`src/sv/rld_pkg.sv`:
```
// Types, codes and character classes for the block run-length decoder.
// No dependencies; used by block_run_length_decoder and rld_checker.
package rld_pkg;

	localparam int MAX_BLOCK  = 8;
	localparam int MAX_REPEAT = 64;
	localparam int LEN_W      = 4;
	localparam int CNT_W      = 7;
	localparam int ACC_W      = 10;
	localparam int IDX_W      = 3;
	localparam int REP_W      = 6;

	localparam logic [7:0] CHAR_ZERO = 8'h30;
	localparam logic [7:0] CHAR_NINE = 8'h39;

	// result status codes
	localparam logic [1:0] ST_OK      = 2'd0;
	localparam logic [1:0] ST_INVALID = 2'd1;
	localparam logic [1:0] ST_TRUNC   = 2'd2;
	localparam logic [1:0] ST_BIG     = 2'd3;

	// decoder phase; after an error it holds the status code
	localparam logic [1:0] PH_PASS  = 2'd0;
	localparam logic [1:0] PH_COUNT = 2'd1;
	localparam logic [1:0] PH_FILL  = 2'd2;

	// register index, taken from paddr[2]
	localparam logic REG_BLOCK_LENGTH = 1'b0;
	localparam logic REG_MULTI_DIGIT  = 1'b1;

	typedef struct packed {
		logic [7:0] text_byte;
		logic       end_of_text;
	} text_item_t;

	typedef struct packed {
		logic [7:0]       lane_0;
		logic [7:0]       lane_1;
		logic [7:0]       lane_2;
		logic [7:0]       lane_3;
		logic [7:0]       lane_4;
		logic [7:0]       lane_5;
		logic [7:0]       lane_6;
		logic [7:0]       lane_7;
		logic [LEN_W-1:0] bytes_valid;
		logic [1:0]       status;
		logic             finished;
		logic             last_of_run;
	} res_item_t;

	function automatic logic is_digit(input logic [7:0] c);
		return (c >= CHAR_ZERO) && (c <= CHAR_NINE);
	endfunction

	// printable or whitespace
	function automatic logic is_text(input logic [7:0] c);
		return c inside {[8'h20:8'h7E], [8'h09:8'h0D]};
	endfunction

endpackage

```
`src/sv/block_run_length_decoder.sv`:
```
// Block run-length decoder: top level with APB register port and sequencer.
// Depends on rld_pkg.
//
//   channel  | direction | handshake                 | payload
//   ---------+-----------+---------------------------+--------------------------
//   text     | in        | text_valid / text_ready   | text_item (rld_pkg::text_item_t)
//   res      | out       | res_valid / res_ready     | res_item  (rld_pkg::res_item_t)
//   apb      | in        | psel, penable, pwrite     | paddr, pwdata, prdata
//
// One byte per transaction; text_ready is high only while the sequencer idles.
// A pass-through byte, end of text or byte error is accepted, decoded and output.
// A count digit is accepted and decoded; a further decimal digit then makes two
// passes of the adder, plus output when it takes the count over the limit.
// The last byte of a block is decoded, then gives out one copy per cycle while the
// output register is free; the one 10-bit adder is shared by count accumulation
// and the copy counter. Reset clears control state; the block store has no reset.
// A stalled output register holds the sequencer in its output state.
module block_run_length_decoder (
	input  logic                   clk,
	input  logic                   arst_n,
	input  logic                   psel,
	input  logic                   penable,
	input  logic                   pwrite,
	input  logic [2:0]             paddr,
	input  logic [31:0]            pwdata,
	output logic [31:0]            prdata,
	output logic                   pready,
	input  logic                   text_valid,
	output logic                   text_ready,
	input  rld_pkg::text_item_t    text_item,
	output logic                   res_valid,
	input  logic                   res_ready,
	output rld_pkg::res_item_t     res_item
);
	import rld_pkg::*;

	typedef enum logic [5:0] {
		S_IDLE = 6'b000001,
		S_EVAL = 6'b000010,
		S_MUL1 = 6'b000100,
		S_MUL2 = 6'b001000,
		S_EMIT = 6'b010000,
		S_OUT  = 6'b100000
	} state_t;

	state_t           state_q;
	logic [LEN_W-1:0] block_length_q;
	logic             multi_digit_q;
	logic [7:0]       byte_q;
	logic             eot_q;
	logic [1:0]       phase_q;
	logic             failed_q;
	logic [CNT_W-1:0] count_q;
	logic [LEN_W-1:0] fill_q;
	logic [REP_W-1:0] rep_q;
	logic [8:0]       acc_q;
	logic [7:0]       store_q [MAX_BLOCK];
	res_item_t        pend_q;
	res_item_t        res_item_q;
	logic             res_valid_q;

	logic             cfg_wr;
	logic [LEN_W-1:0] eff_len;
	logic             dig;
	logic             txt;
	logic [7:0]       dig_diff;
	logic [3:0]       digit;
	logic             slot_free;
	logic             res_load;
	logic [ACC_W-1:0] add_a;
	logic [ACC_W-1:0] add_b;
	logic [ACC_W-1:0] add_sum;
	logic             last_copy;
	logic [LEN_W-1:0] idx;
	logic [LEN_W-1:0] fill_inc;
	logic             block_done;
	logic             do_fail;
	logic [1:0]       fail_code;
	logic             do_fin;
	logic             do_pass;
	logic             do_store;
	logic             start_count;
	logic             mul_go;
	res_item_t        pend_next;
	res_item_t        big_item;
	res_item_t        blk_item;
	logic [7:0]       lane_v [MAX_BLOCK];

	// ---------------- register port ----------------
	assign pready = 1'b1;
	assign cfg_wr = psel && penable && pwrite;

	always_ff @(posedge clk or negedge arst_n) begin
		if (!arst_n) begin
			block_length_q <= LEN_W'(1);
			multi_digit_q  <= 1'b0;
		end else if (cfg_wr) begin
			case (paddr[2])
				REG_BLOCK_LENGTH: block_length_q <= pwdata[LEN_W-1:0];
				REG_MULTI_DIGIT:  multi_digit_q  <= pwdata[0];
				default: ;
			endcase
		end
	end

	always_comb begin
		prdata = '0;
		if (paddr[1:0] == 2'b00) begin
			case (paddr[2])
				REG_BLOCK_LENGTH: prdata = {{(32-LEN_W){1'b0}}, block_length_q};
				REG_MULTI_DIGIT:  prdata = {31'b0, multi_digit_q};
				default:          prdata = '0;
			endcase
		end
	end

	// length 0 acts as 1, above MAX_BLOCK clamps
	always_comb begin
		if (block_length_q == '0)
			eff_len = LEN_W'(1);
		else if (block_length_q > LEN_W'(MAX_BLOCK))
			eff_len = LEN_W'(MAX_BLOCK);
		else
			eff_len = block_length_q;
	end

	// ---------------- decode ----------------
	assign text_ready = (state_q == S_IDLE);
	assign slot_free  = !res_valid_q || res_ready;
	assign res_load   = slot_free && (state_q == S_EMIT || state_q == S_OUT);
	assign dig        = is_digit(byte_q);
	assign txt        = is_text(byte_q);
	assign dig_diff   = byte_q - CHAR_ZERO;
	assign digit      = dig_diff[3:0];

	// a block starts at entry 0 when the count phase ends
	assign idx        = (phase_q == PH_COUNT) ? '0 : fill_q;
	assign fill_inc   = idx + LEN_W'(1);
	assign block_done = (fill_inc >= eff_len);

	always_comb begin
		do_fail     = 1'b0;
		fail_code   = ST_OK;
		do_fin      = 1'b0;
		do_pass     = 1'b0;
		do_store    = 1'b0;
		start_count = 1'b0;
		mul_go      = 1'b0;
		if (failed_q) begin
			do_fail   = 1'b1;
			fail_code = phase_q;
		end else if (eot_q) begin
			if (phase_q != PH_PASS) begin
				do_fail   = 1'b1;
				fail_code = ST_TRUNC;
			end else begin
				do_fin = 1'b1;
			end
		end else begin
			case (phase_q)
				PH_PASS: begin
					if (dig) begin
						start_count = 1'b1;
					end else if (!txt) begin
						do_fail   = 1'b1;
						fail_code = ST_INVALID;
					end else begin
						do_pass = 1'b1;
					end
				end
				PH_COUNT: begin
					if (dig) begin
						mul_go = 1'b1;
					end else if (!txt) begin
						do_fail   = 1'b1;
						fail_code = ST_INVALID;
					end else begin
						do_store = 1'b1;
					end
				end
				default: begin
					if (dig || !txt) begin
						do_fail   = 1'b1;
						fail_code = ST_INVALID;
					end else begin
						do_store = 1'b1;
					end
				end
			endcase
		end
	end

	always_comb begin
		pend_next = '0;
		pend_next.last_of_run = 1'b1;
		if (do_fail) begin
			pend_next.status = fail_code;
		end else if (do_fin) begin
			pend_next.finished = 1'b1;
		end else begin
			pend_next.lane_0      = byte_q;
			pend_next.bytes_valid = LEN_W'(1);
		end
	end

	always_comb begin
		big_item             = '0;
		big_item.status      = ST_BIG;
		big_item.last_of_run = 1'b1;
	end

	// ---------------- shared adder ----------------
	// count*10 + d as (5*count)*2 + d over two passes; copy counter otherwise
	always_comb begin
		case (state_q)
			S_MUL1: begin
				add_a = {{(ACC_W-CNT_W){1'b0}}, count_q};
				add_b = {{(ACC_W-CNT_W-2){1'b0}}, count_q, 2'b00};
			end
			S_MUL2: begin
				add_a = {acc_q, 1'b0};
				add_b = {{(ACC_W-4){1'b0}}, digit};
			end
			S_EMIT: begin
				add_a = {{(ACC_W-REP_W){1'b0}}, rep_q};
				add_b = ACC_W'(1);
			end
			default: begin
				add_a = '0;
				add_b = '0;
			end
		endcase
	end
	assign add_sum   = add_a + add_b;
	assign last_copy = (add_sum == {{(ACC_W-CNT_W){1'b0}}, count_q});

	// lanes at or above the block length read as zero
	always_comb begin
		for (int j = 0; j < MAX_BLOCK; j++)
			lane_v[j] = (LEN_W'(j) < eff_len) ? store_q[j] : 8'h00;
	end

	always_comb begin
		blk_item             = '0;
		blk_item.lane_0      = lane_v[0];
		blk_item.lane_1      = lane_v[1];
		blk_item.lane_2      = lane_v[2];
		blk_item.lane_3      = lane_v[3];
		blk_item.lane_4      = lane_v[4];
		blk_item.lane_5      = lane_v[5];
		blk_item.lane_6      = lane_v[6];
		blk_item.lane_7      = lane_v[7];
		blk_item.bytes_valid = eff_len;
		blk_item.last_of_run = last_copy;
	end

	// ---------------- sequencer ----------------
	always_ff @(posedge clk or negedge arst_n) begin
		if (!arst_n) begin
			state_q     <= S_IDLE;
			phase_q     <= PH_PASS;
			failed_q    <= 1'b0;
			count_q     <= '0;
			fill_q      <= '0;
			rep_q       <= '0;
			res_valid_q <= 1'b0;
		end else begin
			if (res_load)
				res_valid_q <= 1'b1;
			else if (res_ready)
				res_valid_q <= 1'b0;
			case (state_q)
				S_IDLE: begin
					if (text_valid)
						state_q <= S_EVAL;
				end
				S_EVAL: begin
					if (do_fail) begin
						failed_q <= 1'b1;
						phase_q  <= fail_code;
						state_q  <= S_OUT;
					end else if (do_fin || do_pass) begin
						state_q <= S_OUT;
					end else if (start_count) begin
						count_q <= CNT_W'(digit);
						fill_q  <= '0;
						phase_q <= multi_digit_q ? PH_COUNT : PH_FILL;
						state_q <= S_IDLE;
					end else if (mul_go) begin
						state_q <= S_MUL1;
					end else if (do_store) begin
						if (block_done) begin
							fill_q  <= '0;
							phase_q <= PH_PASS;
							rep_q   <= '0;
							state_q <= (count_q == '0) ? S_IDLE : S_EMIT;
						end else begin
							fill_q  <= fill_inc;
							phase_q <= PH_FILL;
							state_q <= S_IDLE;
						end
					end else begin
						state_q <= S_IDLE;
					end
				end
				S_MUL1: state_q <= S_MUL2;
				S_MUL2: begin
					if (add_sum > ACC_W'(MAX_REPEAT)) begin
						failed_q <= 1'b1;
						phase_q  <= ST_BIG;
						state_q  <= S_OUT;
					end else begin
						count_q <= add_sum[CNT_W-1:0];
						state_q <= S_IDLE;
					end
				end
				S_EMIT: begin
					if (slot_free) begin
						rep_q <= add_sum[REP_W-1:0];
						if (last_copy) begin
							count_q <= '0;
							state_q <= S_IDLE;
						end
					end
				end
				S_OUT: begin
					if (slot_free)
						state_q <= S_IDLE;
				end
				default: state_q <= S_IDLE;
			endcase
		end
	end

	// ---------------- payload ----------------
	always_ff @(posedge clk) begin
		if (state_q == S_IDLE && text_valid) begin
			byte_q <= text_item.text_byte;
			eot_q  <= text_item.end_of_text;
		end
		if (state_q == S_EVAL) begin
			pend_q <= pend_next;
			if (do_store && idx < LEN_W'(MAX_BLOCK))
				store_q[idx[IDX_W-1:0]] <= byte_q;
		end
		if (state_q == S_MUL1)
			acc_q <= add_sum[8:0];
		if (state_q == S_MUL2 && add_sum > ACC_W'(MAX_REPEAT))
			pend_q <= big_item;
		if (state_q == S_EMIT && slot_free)
			res_item_q <= blk_item;
		if (state_q == S_OUT && slot_free)
			res_item_q <= pend_q;
	end

	assign res_valid = res_valid_q;
	assign res_item  = res_item_q;

endmodule

```
`config.mk`:
```
export PLATFORM = sky130hd
export DESIGN_NAME = block_run_length_decoder
export DESIGN_NICKNAME = d
export VERILOG_FILES = /design/src/sv/rld_pkg.sv /design/src/sv/block_run_length_decoder.sv
export SDC_FILE = /design/constraint.sdc
export NUM_CORES = 1
export LEC_CHECK = 0
export BUFFER_PORTS_ARGS = -buffer_cell sky130_fd_sc_hd__clkbuf_2
export CAP_MARGIN = 10
export CORE_ASPECT_RATIO = 1.75
export CORE_UTILIZATION = 50
export DETAILED_ROUTE_END_ITERATION = 6
export HOLD_SLACK_MARGIN = 0.02
export PLACE_DENSITY_LB_ADDON = 0.25
export SYNTH_ARGS = -nofsm -noshare
export SYNTH_HDL_FRONTEND = slang
export SYNTH_SLANG_ARGS = --single-unit
```
`constraint.sdc`:
```
create_clock -name clk -period 5.14 [get_ports clk]
set_input_delay 0.514 -clock clk [delete_from_list [all_inputs] [get_ports clk]]
set_output_delay 0.514 -clock clk [all_outputs]
set_load 0.05 [all_outputs]
```
==> reports/qor.csv <==
stage,metric,value,unit
yosys,synthTopCellsByCount,"edfxtp_1 (154), nand2_1 (70), and2_1 (64)",
setup_path,worstSetupEndpointType,flip-flop,
final_layout,final_nets,847,
final_layout,diodes,0,
global_routing,grt_pass1_vias,5465,
yosys,ys_seq_elements,198,
yosys,synth_warnings,0,
floorplan,io_pins,158,
hold_path,hold_class,primary input to asynchronous set/reset pin,
global_routing,antenna_found_initial,0,
floorplan,fp-row-count,63,
sta,hold_violations,0,
yosys,synth-seq-area-share,65.3,%
final_layout,final_core_util,59.3,%
route,ant_nets,0,
power,pwr_density_cell,420,mW/mm²
clock_tree,clock_sinks,198,
sta,tns,0,ns
power,power,4.22,mW
status,status,completed,
clock_tree,hold_buffers,0,
sta,fin_worst_skew,0.0123,ns
clock_tree,clockBufferDepth,2,
clock_tree,cts_tree,yes,
route,viasPerCell,5.38,
power,p_comb_share,19.5,%
clock_tree,postCtsSetupBuffers,0,
power,seqPwrFrac,48.5,%
floorplan,start_util,51.3,%
setup_path,worstRegToRegCells,10,
yosys,netlist.area_leader.share,53.2,%
clock_tree,htreeDepth,4,
final_layout,drive_above_1_share,23.2,%
power,clkPwrFrac,32.0,%
sta,worstMarginPinSlew,0.979,ns
setup_path,worstReg2RegStart,state_q[1],
sta,whs,0.192,ns
yosys,yosys.area.top_type,edfxtp_1,
sta,fin_crit,4.58,ns
sta,rsz0062_at_grt,no,
clock_tree,root_buffer,clkbuf_16,
placed_design,gp_congestion,0.925,
setup_path,cp-endpoint,count_q[3],
power,p_int,2.94,mW
yosys,syn-cell-area,0.00869,mm²
yosys,synth_most_common_cell,edfxtp_1,
global_routing,grt.overflow.total,0,
yosys,syn_inst,660,
yosys,ys_types,72,
sta,slew_headroom,34.2,%
yosys,async_reset_ff_share,16.2,%
route,vias,5498,
placed_design,io_buffers,100,
setup_path,critical_path_arrival,4.89,ns
power,p_sw_share,30.4,%
setup_path,regToRegEndpoint,count_q[3],
global_routing,grt_usage,21.3,%
setup_path,required,5.45,ns
yosys,synth_edf_count,154,
run,cap_violations,0,
sta,finalSetupViolCount,0,
placed_design,dpl.hpwl,12.8,mm
setup_path,path_class,flip-flop to flip-flop,
route,drt_iter0_markers,369,
clock_tree,numCtsBuffers,17,
global_routing,grt_pass1_wl,28.1,mm
yosys,syn_avg_cell_area,13.2,µm²
floorplan,coreArea,0.0169,mm²
setup_path,max_stage_delay,0.69,ns
route,avgRoutedWirePerCell,17.5,µm
clock_tree,insertion_delay,0.43,ns
clock_tree,path_clk_slew,0.08,ns
route,route.detailed.drc,0,
floorplan,die_area,0.0179,mm²
setup_path,critPathLaunch,state_q[1],
setup_path,critPathSlowestCell,nor4_1,
floorplan,die_h,176,µm
global_routing,grt_max_degree,73,
clock_tree,post_cts_resized,0,
floorplan,die_x,102,µm
power,p_leak,4.08,nW
yosys,synth_area_leaders,"edfxtp_1 (53%), dfrtp_1 (8.6%), and2_1 (4.6%)",
route,drt_pass1_iterations,5,
sta,slew_viol_final,0,
yosys,synth_ff_type,edfxtp_1,
setup_path,crit_fanout,9,
sta,fin_crit_sh,89.1,%
route,totalWireLength,17.9,mm
setup_path,worstSetupStartpointType,flip-flop,
sta,fmax,218,MHz
setup_path,crit_chain,nor4_1 > nand2_1 > o21ai_0 > ha_1 > fa_1 > or3_1 > o41a_1 > a311oi_4 > o221ai_4 > mux2_4,
power,peakVddDrop,0.269,mV
final_layout,area_delta_synth_final,15.7,%
power,p_sw,1.28,mW
setup_path,reg2reg_slack,0.56,ns
## cell usage in the layout (no fill, tap or decap), drive strengths merged, types with 6 or more instances in the layout
cell type,count
clkbuf,118
buf,21
mux2i,7
o21ai,14
dfrtp,30
edfxtp,154
dfxtp,12
ha,14
nor3,12
xnor2,7
inv,24
nand3,7
nor4,9
and3,10
mux2,15
a21oi,17
a22oi,9
nand2,70
xor2,6
conb,29
nand2b,6
o211ai,6
nor2,48
and2,64
## cells by family after synthesis
group | Yosys count | synth area share, %
AND/OR/NAND/NOR | 250 | 15.0
flip-flops | 198 | 65.3
adder cells (fa/ha/maj) | 15 | 2.25
buffers and inverters | 65 | 4.16
multiplexers | 22 | 2.97
other | 2 | 0.0865
AO/OA/AOI/OAI | 93 | 8.33
XOR/XNOR | 15 | 1.94
## area by class of cell
class / count / area, µm²
clock inverters: 14 / 171
flip-flops and latches: 198 / 5670
well taps: 227 / 284
inverters: 19 / 71.3
multi-input cells: 424 / 2770
repair buffers: 121 / 658
clock buffers: 18 / 429
fillers: 1367 / 6900
## power by group through the flow
stage               Clock [mW]  Combinational, mW  Sequential, mW
detailed placement           0              0.822            2.08
global route              1.43              0.891            2.07
floorplan                    0              0.493            2.19
global placement             0              0.796            2.07
CTS                       1.37              0.827            2.05
finish                    1.35              0.823            2.05
## through the flow
step | cell area, µm² | cells | worst slack (ns)
after detailed placement | 9450 | 989 | 0.575
after floorplan | 8790 | 687 | 0.260
after global placement | 9450 | 989 | 0.671
final | 10000 | 1021 | 0.559
after global routing | 10000 | 1021 | 0.159
after CTS | 10000 | 1021 | 0.557
## routing by layer
metal  GRT usage, %  share of wire, %
met4           10.6               3.6
met1           22.1                36
met2           40.0                57
met5              0                 0
met3           3.68               3.2
## sequential cells by signal (all words and copies together) (netlist names)
signal / count
res_item: 72
store_q: 64
pend_q: 12
acc_q: 9
byte_q: 8
count_q: 7
rep_q: 6
state_q: 6
block_length_q: 4
fill_q: 4
phase_q: 2
eot_q: 1
failed_q: 1
multi_digit_q: 1
res_valid: 1
## worst min path at each step
stage | startpoint | endpoint | slack (ns) | depth (start not counted)
after global placement | pend_q[71] | pend_q[71] | 0.42 | 2
after floorplan | arst_n | block_length_q[1] | 0.22 | 0
after global routing | text_item[6] | byte_q[5] | 0.24 | 1
final | arst_n | state_q[1] | 0.19 | 1
after CTS | arst_n | state_q[1] | 0.21 | 1
after detailed placement | pend_q[71] | pend_q[71] | 0.42 | 2
## critical path: cells and delay by family (launching register included)
| family | cells | cell delay (ns) |
|---|---|---|
| adder cells (fa/ha/maj) | 2 | 0.76 |
| AND/OR/NAND/NOR | 3 | 1.48 |
| flip-flops | 1 | 0.48 |
| AO/OA/AOI/OAI | 4 | 1.39 |
| multiplexers | 1 | 0.35 |
(Power assumes the default switching activity.)
